===== src/rtl/drt_pkg.sv =====
// Package for the device registry table: command codes, defaults, sequencer states.
// No dependencies.
package drt_pkg;

  localparam int MaxEntriesDef = 8;
  localparam int KeyBitsDef    = 48;
  localparam int InKeyBits     = 48;
  localparam int OutKeyBits    = 48;

  typedef enum logic [3:0] {
    CMD_CONNECT   = 4'd0,
    CMD_REMOVE    = 4'd1,
    CMD_SELECT    = 4'd2,
    CMD_CLR_SEL   = 4'd3,
    CMD_CLR_ALL   = 4'd4,
    CMD_GET       = 4'd5,
    CMD_PREFERRED = 4'd6,
    CMD_ID_KEY    = 4'd7,
    CMD_ID_TYPE   = 4'd8
  } cmd_t;

  typedef enum logic [6:0] {
    ST_IDLE  = 7'b0000001,
    ST_SCAN  = 7'b0000010,
    ST_SHIFT = 7'b0000100,
    ST_NUM   = 7'b0001000,
    ST_WRITE = 7'b0010000,
    ST_READ  = 7'b0100000,
    ST_DONE  = 7'b1000000
  } state_t;

endpackage


===== src/rtl/device_registry_table.sv =====
// Device registry table top level: storage, command sequencer, result register.
// Depends on drt_pkg.
//
//  channel | ports                                          | direction
//  in      | in_valid, in_stall, in_cmd .. in_entry_index_in | into block
//  out     | out_valid, out_stall, out_ok .. out_count_now    | out of block
//
// For select, clear, get, preferred and unknown codes the command passes through
// ST_DONE and ST_READ before the result is registered. Lookups walk one entry a
// cycle through a single compare unit, and compaction moves one entry a cycle. The
// worst case is a connect to a full table: scan, evict, then a free-number search
// that restarts on each clash.
// in_stall is high whenever a command is in progress or a result waits.
// Reset (rst_n low, synchronous) empties the table and clears last/selected.
// A result waits in the output register while out_stall is high.
module device_registry_table #(
  parameter int MAX_ENTRIES = drt_pkg::MaxEntriesDef,
  parameter int KEY_BITS    = drt_pkg::KeyBitsDef
) (
  input  logic        clk,
  input  logic        rst_n,
  input  logic        in_valid,
  output logic        in_stall,
  input  logic [3:0]  in_cmd,
  input  logic [47:0] in_addr_key,
  input  logic [7:0]  in_addr_type,
  input  logic [7:0]  in_camera_type,
  input  logic [3:0]  in_entry_index_in,
  output logic        out_valid,
  input  logic        out_stall,
  output logic        out_ok,
  output logic [2:0]  out_entry_index,
  output logic [3:0]  out_camera_number,
  output logic [47:0] out_found_addr_key,
  output logic [7:0]  out_found_addr_type,
  output logic [7:0]  out_found_camera_type,
  output logic [3:0]  out_count_now
);
  import drt_pkg::*;

  localparam int IW = (MAX_ENTRIES > 1) ? $clog2(MAX_ENTRIES) : 1;
  localparam int CW = $clog2(MAX_ENTRIES + 1);
  localparam int NW = $clog2(MAX_ENTRIES + 1);

  // entry storage
  logic [KEY_BITS-1:0] key_mem  [MAX_ENTRIES];
  logic [7:0]          atype_mem[MAX_ENTRIES];
  logic [7:0]          ctype_mem[MAX_ENTRIES];
  logic [NW-1:0]       num_mem  [MAX_ENTRIES];

  state_t state_r, state_nxt;
  cmd_t   cmd_r;
  logic [KEY_BITS-1:0] key_r;
  logic [7:0]  atype_r, ctype_r;
  logic [3:0]  ix_r;
  logic [CW-1:0] count_r;
  logic          last_v_r, sel_v_r;
  logic [IW-1:0] last_r, sel_r;
  logic [CW-1:0] ptr_r;        // walk pointer
  logic [CW-1:0] tgt_r;        // entry to write or report
  logic [CW-1:0] shend_r;      // compaction end (exclusive)
  logic [NW-1:0] cand_r;       // candidate number in free search
  logic          found_r;
  logic          okres_r;      // ok when reporting
  logic          rep_r;        // report entry fields

  logic          out_valid_r, out_ok_r;
  logic [2:0]    out_idx_r;
  logic [3:0]    out_num_r, out_cnt_r;
  logic [47:0]   out_key_r;
  logic [7:0]    out_at_r, out_ct_r;

  logic [IW-1:0] p_ix;
  assign p_ix = ptr_r[IW-1:0];
  logic [IW-1:0] t_ix;
  assign t_ix = tgt_r[IW-1:0];
  logic [IW-1:0] p1_ix;
  assign p1_ix = IW'(ptr_r + 1'b1);

  logic in_acc;
  assign in_stall = (state_r != ST_IDLE) || out_valid_r;
  assign in_acc   = in_valid && !in_stall;

  // shared compare unit: one entry per cycle
  logic key_hit, type_hit, num_hit, ptr_in;
  assign ptr_in   = ptr_r < count_r;
  assign key_hit  = ptr_in && (key_mem[p_ix] == key_r);
  assign type_hit = ptr_in && (ctype_mem[p_ix] == ctype_r);
  assign num_hit  = ptr_in && (num_mem[p_ix] == cand_r);

  logic ix_ok;
  assign ix_ok = {1'b0, ix_r} < 5'(count_r);

  always_ff @(posedge clk) begin
    if (!rst_n) begin
      state_r     <= ST_IDLE;
      count_r     <= '0;
      last_v_r    <= 1'b0;
      sel_v_r     <= 1'b0;
      out_valid_r <= 1'b0;
    end else begin
      state_r <= state_nxt;
      if (out_valid_r && !out_stall) out_valid_r <= 1'b0;
      case (state_r)
        ST_IDLE: begin
          if (in_acc) begin
            cmd_r   <= cmd_t'(in_cmd);
            key_r   <= KEY_BITS'(in_addr_key);
            atype_r <= in_addr_type;
            ctype_r <= in_camera_type;
            ix_r    <= in_entry_index_in;
            found_r <= 1'b0;
            rep_r   <= 1'b0;
            okres_r <= 1'b0;
            cand_r  <= NW'(1);
            // identity by type: last entry first, then walk down
            ptr_r   <= (in_cmd == CMD_ID_TYPE) ? count_r - 1'b1 : '0;
          end
        end
        ST_SCAN: begin
          case (cmd_r)
            CMD_CONNECT, CMD_ID_KEY: begin
              if (key_hit) begin
                found_r <= 1'b1;
                tgt_r   <= ptr_r;
              end else if (ptr_in) ptr_r <= ptr_r + 1'b1;
            end
            CMD_ID_TYPE: begin
              if (type_hit) begin
                found_r <= 1'b1;
                tgt_r   <= ptr_r;
              end else ptr_r <= ptr_r - 1'b1;
            end
            default: ;
          endcase
        end
        ST_SHIFT: begin
          // advance one entry down per cycle
          if (ptr_r + 1'b1 < shend_r) begin
            key_mem[p_ix]   <= key_mem[p1_ix];
            atype_mem[p_ix] <= atype_mem[p1_ix];
            ctype_mem[p_ix] <= ctype_mem[p1_ix];
            num_mem[p_ix]   <= num_mem[p1_ix];
            ptr_r <= ptr_r + 1'b1;
          end else begin
            count_r <= count_r - 1'b1;
            ptr_r   <= '0;
          end
        end
        ST_NUM: begin
          // lowest free number: restart the walk on each clash
          if (num_hit) begin
            cand_r <= cand_r + 1'b1;
            ptr_r  <= '0;
          end else if (ptr_in) ptr_r <= ptr_r + 1'b1;
        end
        default: ;
      endcase

      // per-command actions on leaving a stage
      if (state_r == ST_SHIFT && !(ptr_r + 1'b1 < shend_r)) begin
        if (cmd_r == CMD_CONNECT) begin
          if (last_v_r && CW'(last_r) > shend_r - shend_r + (last_v_r && last_r == '0 ? CW'(1) : CW'(0)))
            last_r <= last_r - 1'b1;
        end else begin
          if (last_v_r) begin
            if (CW'(last_r) == tgt_r) last_v_r <= 1'b0;
            else if (CW'(last_r) > tgt_r) last_r <= last_r - 1'b1;
          end
          if (sel_v_r) begin
            if (CW'(sel_r) == tgt_r) sel_v_r <= 1'b0;
            else if (CW'(sel_r) > tgt_r) sel_r <= sel_r - 1'b1;
          end
          rep_r   <= 1'b0;
          okres_r <= 1'b1;
        end
      end

      if (state_r == ST_NUM && !num_hit && !ptr_in) begin
        num_mem[t_ix] <= (cand_r > NW'(MAX_ENTRIES)) ? NW'(1) : cand_r;
        count_r <= count_r + 1'b1;
      end

      if (state_r == ST_WRITE) begin
        key_mem[t_ix]   <= key_r;
        atype_mem[t_ix] <= atype_r;
        ctype_mem[t_ix] <= ctype_r;
        last_v_r <= 1'b1;
        last_r   <= t_ix;
        sel_v_r  <= 1'b0;
      end

      if (state_r == ST_READ) begin
        out_valid_r <= 1'b1;
        out_cnt_r   <= 4'(count_r);
        if (rep_r) begin
          out_ok_r  <= okres_r;
          out_idx_r <= 3'(tgt_r);
          out_num_r <= 4'(num_mem[t_ix]);
          out_key_r <= 48'(key_mem[t_ix]);
          out_at_r  <= atype_mem[t_ix];
          out_ct_r  <= ctype_mem[t_ix];
        end else begin
          out_ok_r  <= okres_r;
          out_idx_r <= (cmd_r == CMD_SELECT && okres_r) ? 3'(ix_r) : 3'd0;
          out_num_r <= '0;
          out_key_r <= '0;
          out_at_r  <= '0;
          out_ct_r  <= '0;
        end
      end

      // set-up transitions out of ST_DONE (command dispatch)
      if (state_r == ST_DONE) begin
        case (cmd_r)
          CMD_CONNECT: begin
            if (found_r) begin
              rep_r <= 1'b1; okres_r <= 1'b1;
            end else begin
              rep_r <= 1'b1; okres_r <= 1'b1;
              tgt_r <= count_r;
            end
          end
          CMD_REMOVE: begin
            if (ix_ok) begin
              tgt_r   <= CW'(ix_r);
              ptr_r   <= CW'(ix_r);
              shend_r <= count_r;
            end
          end
          CMD_SELECT: begin
            if (ix_ok) begin
              sel_v_r <= 1'b1; sel_r <= IW'(ix_r); okres_r <= 1'b1;
            end
          end
          CMD_CLR_SEL: begin
            sel_v_r <= 1'b0; okres_r <= 1'b1;
          end
          CMD_CLR_ALL: begin
            count_r <= '0; last_v_r <= 1'b0; sel_v_r <= 1'b0; okres_r <= 1'b1;
          end
          CMD_GET: begin
            if (ix_ok) begin
              rep_r <= 1'b1; okres_r <= 1'b1; tgt_r <= CW'(ix_r);
            end
          end
          CMD_PREFERRED: begin
            if (sel_v_r ? (CW'(sel_r) < count_r && ctype_mem[sel_r] == ctype_r)
                        : (last_v_r && CW'(last_r) < count_r
                           && ctype_mem[last_r] == ctype_r)) begin
              rep_r <= 1'b1; okres_r <= 1'b1;
              tgt_r <= sel_v_r ? CW'(sel_r) : CW'(last_r);
            end
          end
          CMD_ID_KEY: ;
          CMD_ID_TYPE: begin
            if (last_v_r && CW'(last_r) < count_r && ctype_mem[last_r] == ctype_r) begin
              found_r <= 1'b1;
              tgt_r   <= CW'(last_r);
              rep_r   <= 1'b1;
              okres_r <= num_mem[last_r] != '0;
            end
          end
          default: ;
        endcase
      end

      // results of scans
      if (state_r == ST_SCAN && (cmd_r == CMD_ID_KEY || cmd_r == CMD_ID_TYPE)) begin
        if (cmd_r == CMD_ID_KEY ? key_hit : type_hit) begin
          rep_r   <= 1'b1;
          okres_r <= num_mem[p_ix] != '0;
        end
      end
      if (state_r == ST_SCAN && cmd_r == CMD_CONNECT && !key_hit && !ptr_in) begin
        if (count_r >= CW'(MAX_ENTRIES)) begin
          // full: evict the oldest that is not the last connected
          ptr_r   <= (last_v_r && last_r == '0) ? CW'(1) : CW'(0);
          shend_r <= count_r;
        end else begin
          tgt_r <= count_r;
          ptr_r <= '0;
        end
        rep_r <= 1'b1; okres_r <= 1'b1;
      end
      if (state_r == ST_SCAN && cmd_r == CMD_CONNECT && key_hit) begin
        rep_r <= 1'b1; okres_r <= 1'b1;
      end
      if (state_r == ST_SHIFT && cmd_r == CMD_CONNECT
          && !(ptr_r + 1'b1 < shend_r)) begin
        tgt_r <= count_r - 1'b1;
      end
    end
  end

  // sequencer
  always_comb begin
    state_nxt = state_r;
    case (state_r)
      ST_IDLE: if (in_acc) state_nxt = ST_DONE;
      ST_DONE: begin
        case (cmd_r)
          CMD_CONNECT, CMD_ID_KEY: state_nxt = ST_SCAN;
          CMD_REMOVE: state_nxt = ix_ok ? ST_SHIFT : ST_READ;
          CMD_ID_TYPE: state_nxt =
            (last_v_r && CW'(last_r) < count_r && ctype_mem[last_r] == ctype_r)
            ? ST_READ : ST_SCAN;
          default: state_nxt = ST_READ;
        endcase
      end
      ST_SCAN: begin
        case (cmd_r)
          CMD_CONNECT: begin
            if (key_hit) state_nxt = ST_WRITE;
            else if (!ptr_in)
              state_nxt = (count_r >= CW'(MAX_ENTRIES)) ? ST_SHIFT : ST_NUM;
          end
          CMD_ID_KEY: if (key_hit || !ptr_in) state_nxt = ST_READ;
          default: if (type_hit || !ptr_in) state_nxt = ST_READ;
        endcase
      end
      ST_SHIFT: if (!(ptr_r + 1'b1 < shend_r))
        state_nxt = (cmd_r == CMD_CONNECT) ? ST_NUM : ST_READ;
      ST_NUM: if (!num_hit && !ptr_in) state_nxt = ST_WRITE;
      ST_WRITE: state_nxt = ST_READ;
      ST_READ: state_nxt = ST_IDLE;
      default: state_nxt = ST_IDLE;
    endcase
  end

  assign out_valid             = out_valid_r;
  assign out_ok                = out_ok_r;
  assign out_entry_index       = out_idx_r;
  assign out_camera_number     = out_num_r;
  assign out_found_addr_key    = out_key_r;
  assign out_found_addr_type   = out_at_r;
  assign out_found_camera_type = out_ct_r;
  assign out_count_now         = out_cnt_r;

  // count stays within capacity, input stalls while busy, each read gives a result
  a_count_range: assert property (@(posedge clk) disable iff (!rst_n)
    count_r <= CW'(MAX_ENTRIES)) else $error("count beyond capacity");
  a_busy_stall: assert property (@(posedge clk) disable iff (!rst_n)
    state_r != ST_IDLE |-> in_stall) else $error("input open while busy");
  a_one_result: assert property (@(posedge clk) disable iff (!rst_n)
    state_r == ST_READ |=> out_valid) else $error("result lost");

endmodule


===== config.mk =====
export PLATFORM = sky130hd
export DESIGN_NAME = device_registry_table
export DESIGN_NICKNAME = d
export VERILOG_FILES = /design/src/rtl/drt_pkg.sv /design/src/rtl/device_registry_table.sv
export SDC_FILE = /design/constraint.sdc
export NUM_CORES = 1
export LEC_CHECK = 0
export BUFFER_PORTS_ARGS = -buffer_cell sky130_fd_sc_hd__buf_2
export CORE_UTILIZATION = 47
export DETAILED_ROUTE_END_ITERATION = 8
export PLACE_DENSITY_LB_ADDON = 0.25
export SYNTH_ARGS = -nofsm -noshare
export SYNTH_HDL_FRONTEND = slang
export SYNTH_SLANG_ARGS = --single-unit

===== constraint.sdc =====
create_clock -name clk -period 15.6 [get_ports clk]
set_input_delay 2.34 -clock clk [delete_from_list [all_inputs] [get_ports clk]]
set_output_delay 2.34 -clock clk [all_outputs]
set_load 0.01 [all_outputs]

==> impl_metrics.sql <==
INSERT INTO impl_metrics (metric_group, metric, value, unit) VALUES
('outcome', 'status', 'completed', ''),
('hold_path', 'hold_start', 'last_v_r$_SDFF_PN0_', ''),
('floorplan', 'coreArea', '83600', 'µm²'),
('cts', 'cts_root_buffer', 'sky130_fd_sc_hd__clkbuf_16', ''),
('floorplan', 'die_area', '85600', 'µm²'),
('cts', 'clock_sinks', '737', ''),
('logic_synthesis', 'synthCells', '2594', ''),
('timing', 'hold_violations', '0', ''),
('logic_synthesis', 'synthesis.area_per_instance', '15.3', 'µm²'),
('routing', 'antenna_left', '0', ''),
('layout', 'fillers', '6681', ''),
('setup_path', 'timing.critical_path.from', 'rst_n', ''),
('global_route', 'global_route_wire_length_before_repair', '169000', 'µm'),
('routing', 'post_drt_via_cell_ratio', '6.68', ''),
('cts', 'number_of_gates_resized_after_cts', '0', ''),
('setup_path', 'setup.worst_path.start_class', 'primary input', ''),
('place', 'gp_routability_congestion', '0.906', ''),
('logic_synthesis', 'mappedNetlistArea', '39700', 'µm²'),
('logic_synthesis', 'synth_top_cell_by_area', 'sky130_fd_sc_hd__edfxtp_1', ''),
('logic_synthesis', 'seq_area_frac_synth', '55.3', '%'),
('global_route', 'grt_antenna_before_repair', '2', ''),
('routing', 'firstDrtPassIters', '5', ''),
('logic_synthesis', 'post_synth_num_cell_types', '85', ''),
('setup_path', 'cp.required', '15.84', 'ns'),
('hold_path', 'hold_path_class', 'reg2reg', ''),
('floorplan', 'start_util', '47.5', '%'),
('cts', 'clockBufferDepth', '3', ''),
('routing', 'wl_met2', '55200', 'µm'),
('timing', 'worst_hold_slack', '0.532', 'ns'),
('timing', 'unrepaired_setup_endpoints_after_global_routing', 'no', ''),
('cts', 'clk_transition_reported_paths', '0.07', 'ns'),
('setup_path', 'r2r_start', 'ptr_r[0]$_DFFE_PP_', ''),
('setup_path', 'cp_max_fo', '81', ''),
('floorplan', 'i_o_pin_cnt', '154', ''),
('setup_path', 'cp.arrival', '6.55', 'ns'),
('power', 'p_per_area', '102', 'nW/µm²'),
('floorplan', 'row_count', '106', ''),
('floorplan', 'floorplan.die.width', '293', 'µm'),
('cts', 'tritoncts.num_buffers', '83', ''),
('timing', 'period_needed', '6.30', 'ns'),
('logic_synthesis', 'synth_flop_cell', 'sky130_fd_sc_hd__edfxtp_1', ''),
('layout', 'diodes', '0', ''),
('routing', 'maxUsedRoutingLayer', 'met4', ''),
('routing', 'route.final.wire_length', '113000', 'µm'),
('global_route', 'grt_max_degree', '146', ''),
('global_route', 'first_global_vias', '26000', ''),
('cts', 'cts.htree.levels', '3', ''),
('layout', 'finish.net_count', '2802', ''),
('power', 'largest_voltage_drop_on_the_vdd_net', '0.0000802', 'V'),
('logic_synthesis', 'synth_enable_flop_cells', '717', ''),
('routing', 'post_drt_wl_per_cell', '29.3', 'µm'),
('cts', 'number_of_buffers_inserted_by_post_cts_setup_repair', '0', ''),
('layout', 'final-instance-count-excl-fill', '3845', ''),
('timing', 'fin_worst_skew', '0.0378', 'ns'),
('setup_path', 'worst_setup_path_end_kind', 'flop', ''),
('timing', 'fin_crit_sh', '40.4', '%'),
('logic_synthesis', 'yosys.cell_count.top_type', 'sky130_fd_sc_hd__edfxtp_1', ''),
('layout', 'multiInputGateArea', '16800', 'µm²'),
('timing', 'setup_total_neg_slack', '0', 'ns'),
('floorplan', 'dieHeight', '293', 'µm'),
('place', 'placed_instances', '3691', ''),
('routing', 'detail_route.drc_violations', '0', ''),
('timing', 'max_clock_freq', '0.159', 'GHz'),
('timing', 'worstMarginPinSlew', '1.26', 'ns'),
('cts', 'worstSkewPairLatency', '0.65', 'ns'),
('layout', 'regArea', '21900', 'µm²'),
('layout', 'area_growth', '11.0', '%'),
('logic_synthesis', 'syn_nets', '2700', ''),
('routing', 'detail_route.iter0.violations', '3026', ''),
('layout', 'layout-drive-gt1-share', '26.4', '%'),
('cts', 'cts_hold_repair.buffers', '0', '');
[metal layers]
metal	GRT usage, %	up-vias
met4	10.1	0
met3	3.89	218
met2	43.8	1410
met1	35.5	13300
li1	-	10800
met5	0	-
[final cells by class]
| class | count | share of cell area, % |
|---|---|---|
| Clock inverter | 49 | 0.852 |
| Multi-Input combinational cell | 1641 | 38.2 |
| Tap cell | 1080 | 3.07 |
| Inverter | 31 | 0.264 |
| Clock buffer | 105 | 5.09 |
| Sequential cell | 737 | 49.8 |
| Timing Repair Buffer | 202 | 2.69 |
[report_power, final]
| group | switching, mW | internal [mW] | total [mW] |
|---|---|---|---|
| Clock | 0.813 | 1.09 | 1.90 |
| Sequential | 0.0237 | 2.17 | 2.20 |
| Combinational | 0.254 | 0.151 | 0.405 |
[registers in the layout, summed over array words and instances (netlist names), 8 cells and up, named ones only]
signal / flops
atype_mem: 64
atype_r: 8
ctype_mem: 64
ctype_r: 8
key_mem: 384
key_r: 48
num_mem: 32
out_found_addr_key: 48
out_found_addr_type: 8
out_found_camera_type: 8
[cell families (layout without fill, tap and decap cells)]
logic type / Yosys count / in the layout / share of synthesized area, %
adders and majority gates: 30 / 30 / 0.946
buffers and inverters: 216 / 387 / 2.52
muxes: 596 / 596 / 26.6
and+or+nand+nor: 535 / 535 / 6.29
AOI/OAI and AO/OA: 429 / 429 / 7.25
xor gates and xnor gates: 51 / 51 / 1.13
DFF: 737 / 737 / 55.3
[per-stage QoR]
stage / cell area [µm²] / setup slack (ns) / util (%)
after floorplan: 39700 / 8.91 / -
after global placement: 41400 / 8.73 / 49.6
after detailed placement: 41400 / 8.67 / 49.6
after CTS: 44000 / 9.32 / 52.7
after global routing: 44000 / 8.98 / 52.7
final: 44000 / 9.30 / 52.7
[critical path: stages]
cell,delay [ns]
sky130_fd_sc_hd__buf_2,0.10
sky130_fd_sc_hd__buf_4,0.28
sky130_fd_sc_hd__nand4_1,0.17
sky130_fd_sc_hd__buf_4,0.78
sky130_fd_sc_hd__buf_4,0.75
sky130_fd_sc_hd__a21oi_1,0.30
sky130_fd_sc_hd__nor2_4,0.92
sky130_fd_sc_hd__buf_4,0.75
[placed cells by master (no fill, tap or decap), drive strengths merged, types with 5 or more instances in the layout]
cell type  instances
a211oi            13
a21boi            72
a21o              11
a21oi            124
a221oi             6
a22o              29
a22oi             38
a31oi             10
and2               8
and3              17
buf              202
clkbuf           105
clkinv            36
clkinvlp           5
dfxtp             20
edfxtp           717
ha                30
inv               35
mux2               7
mux2i            224
mux4             365
nand2            200
nand2b            10
nand3             19
nand4             11
nor2             161
nor2b             11
nor3              41
nor4              19
nor4b              8
o211a              5
o21a              14
o21ai             57
o22ai              7
o31ai              8
or3               11
xnor2             39
xor2              12
[worst paths after layout]
kind | endpoint | slack [ns] | cells after the start
min reg2reg | last_v_r$_SDFF_PN0_ | 0.53 | 2
min | last_v_r$_SDFF_PN0_ | 0.53 | 2
max reg2reg | tgt_r[1]$_DFFE_PP_ | 9.43 | 13
max | ctype_mem[6][7]$_DFFE_PP_ | 9.30 | 8
Power figures use the tool's default switching activity.
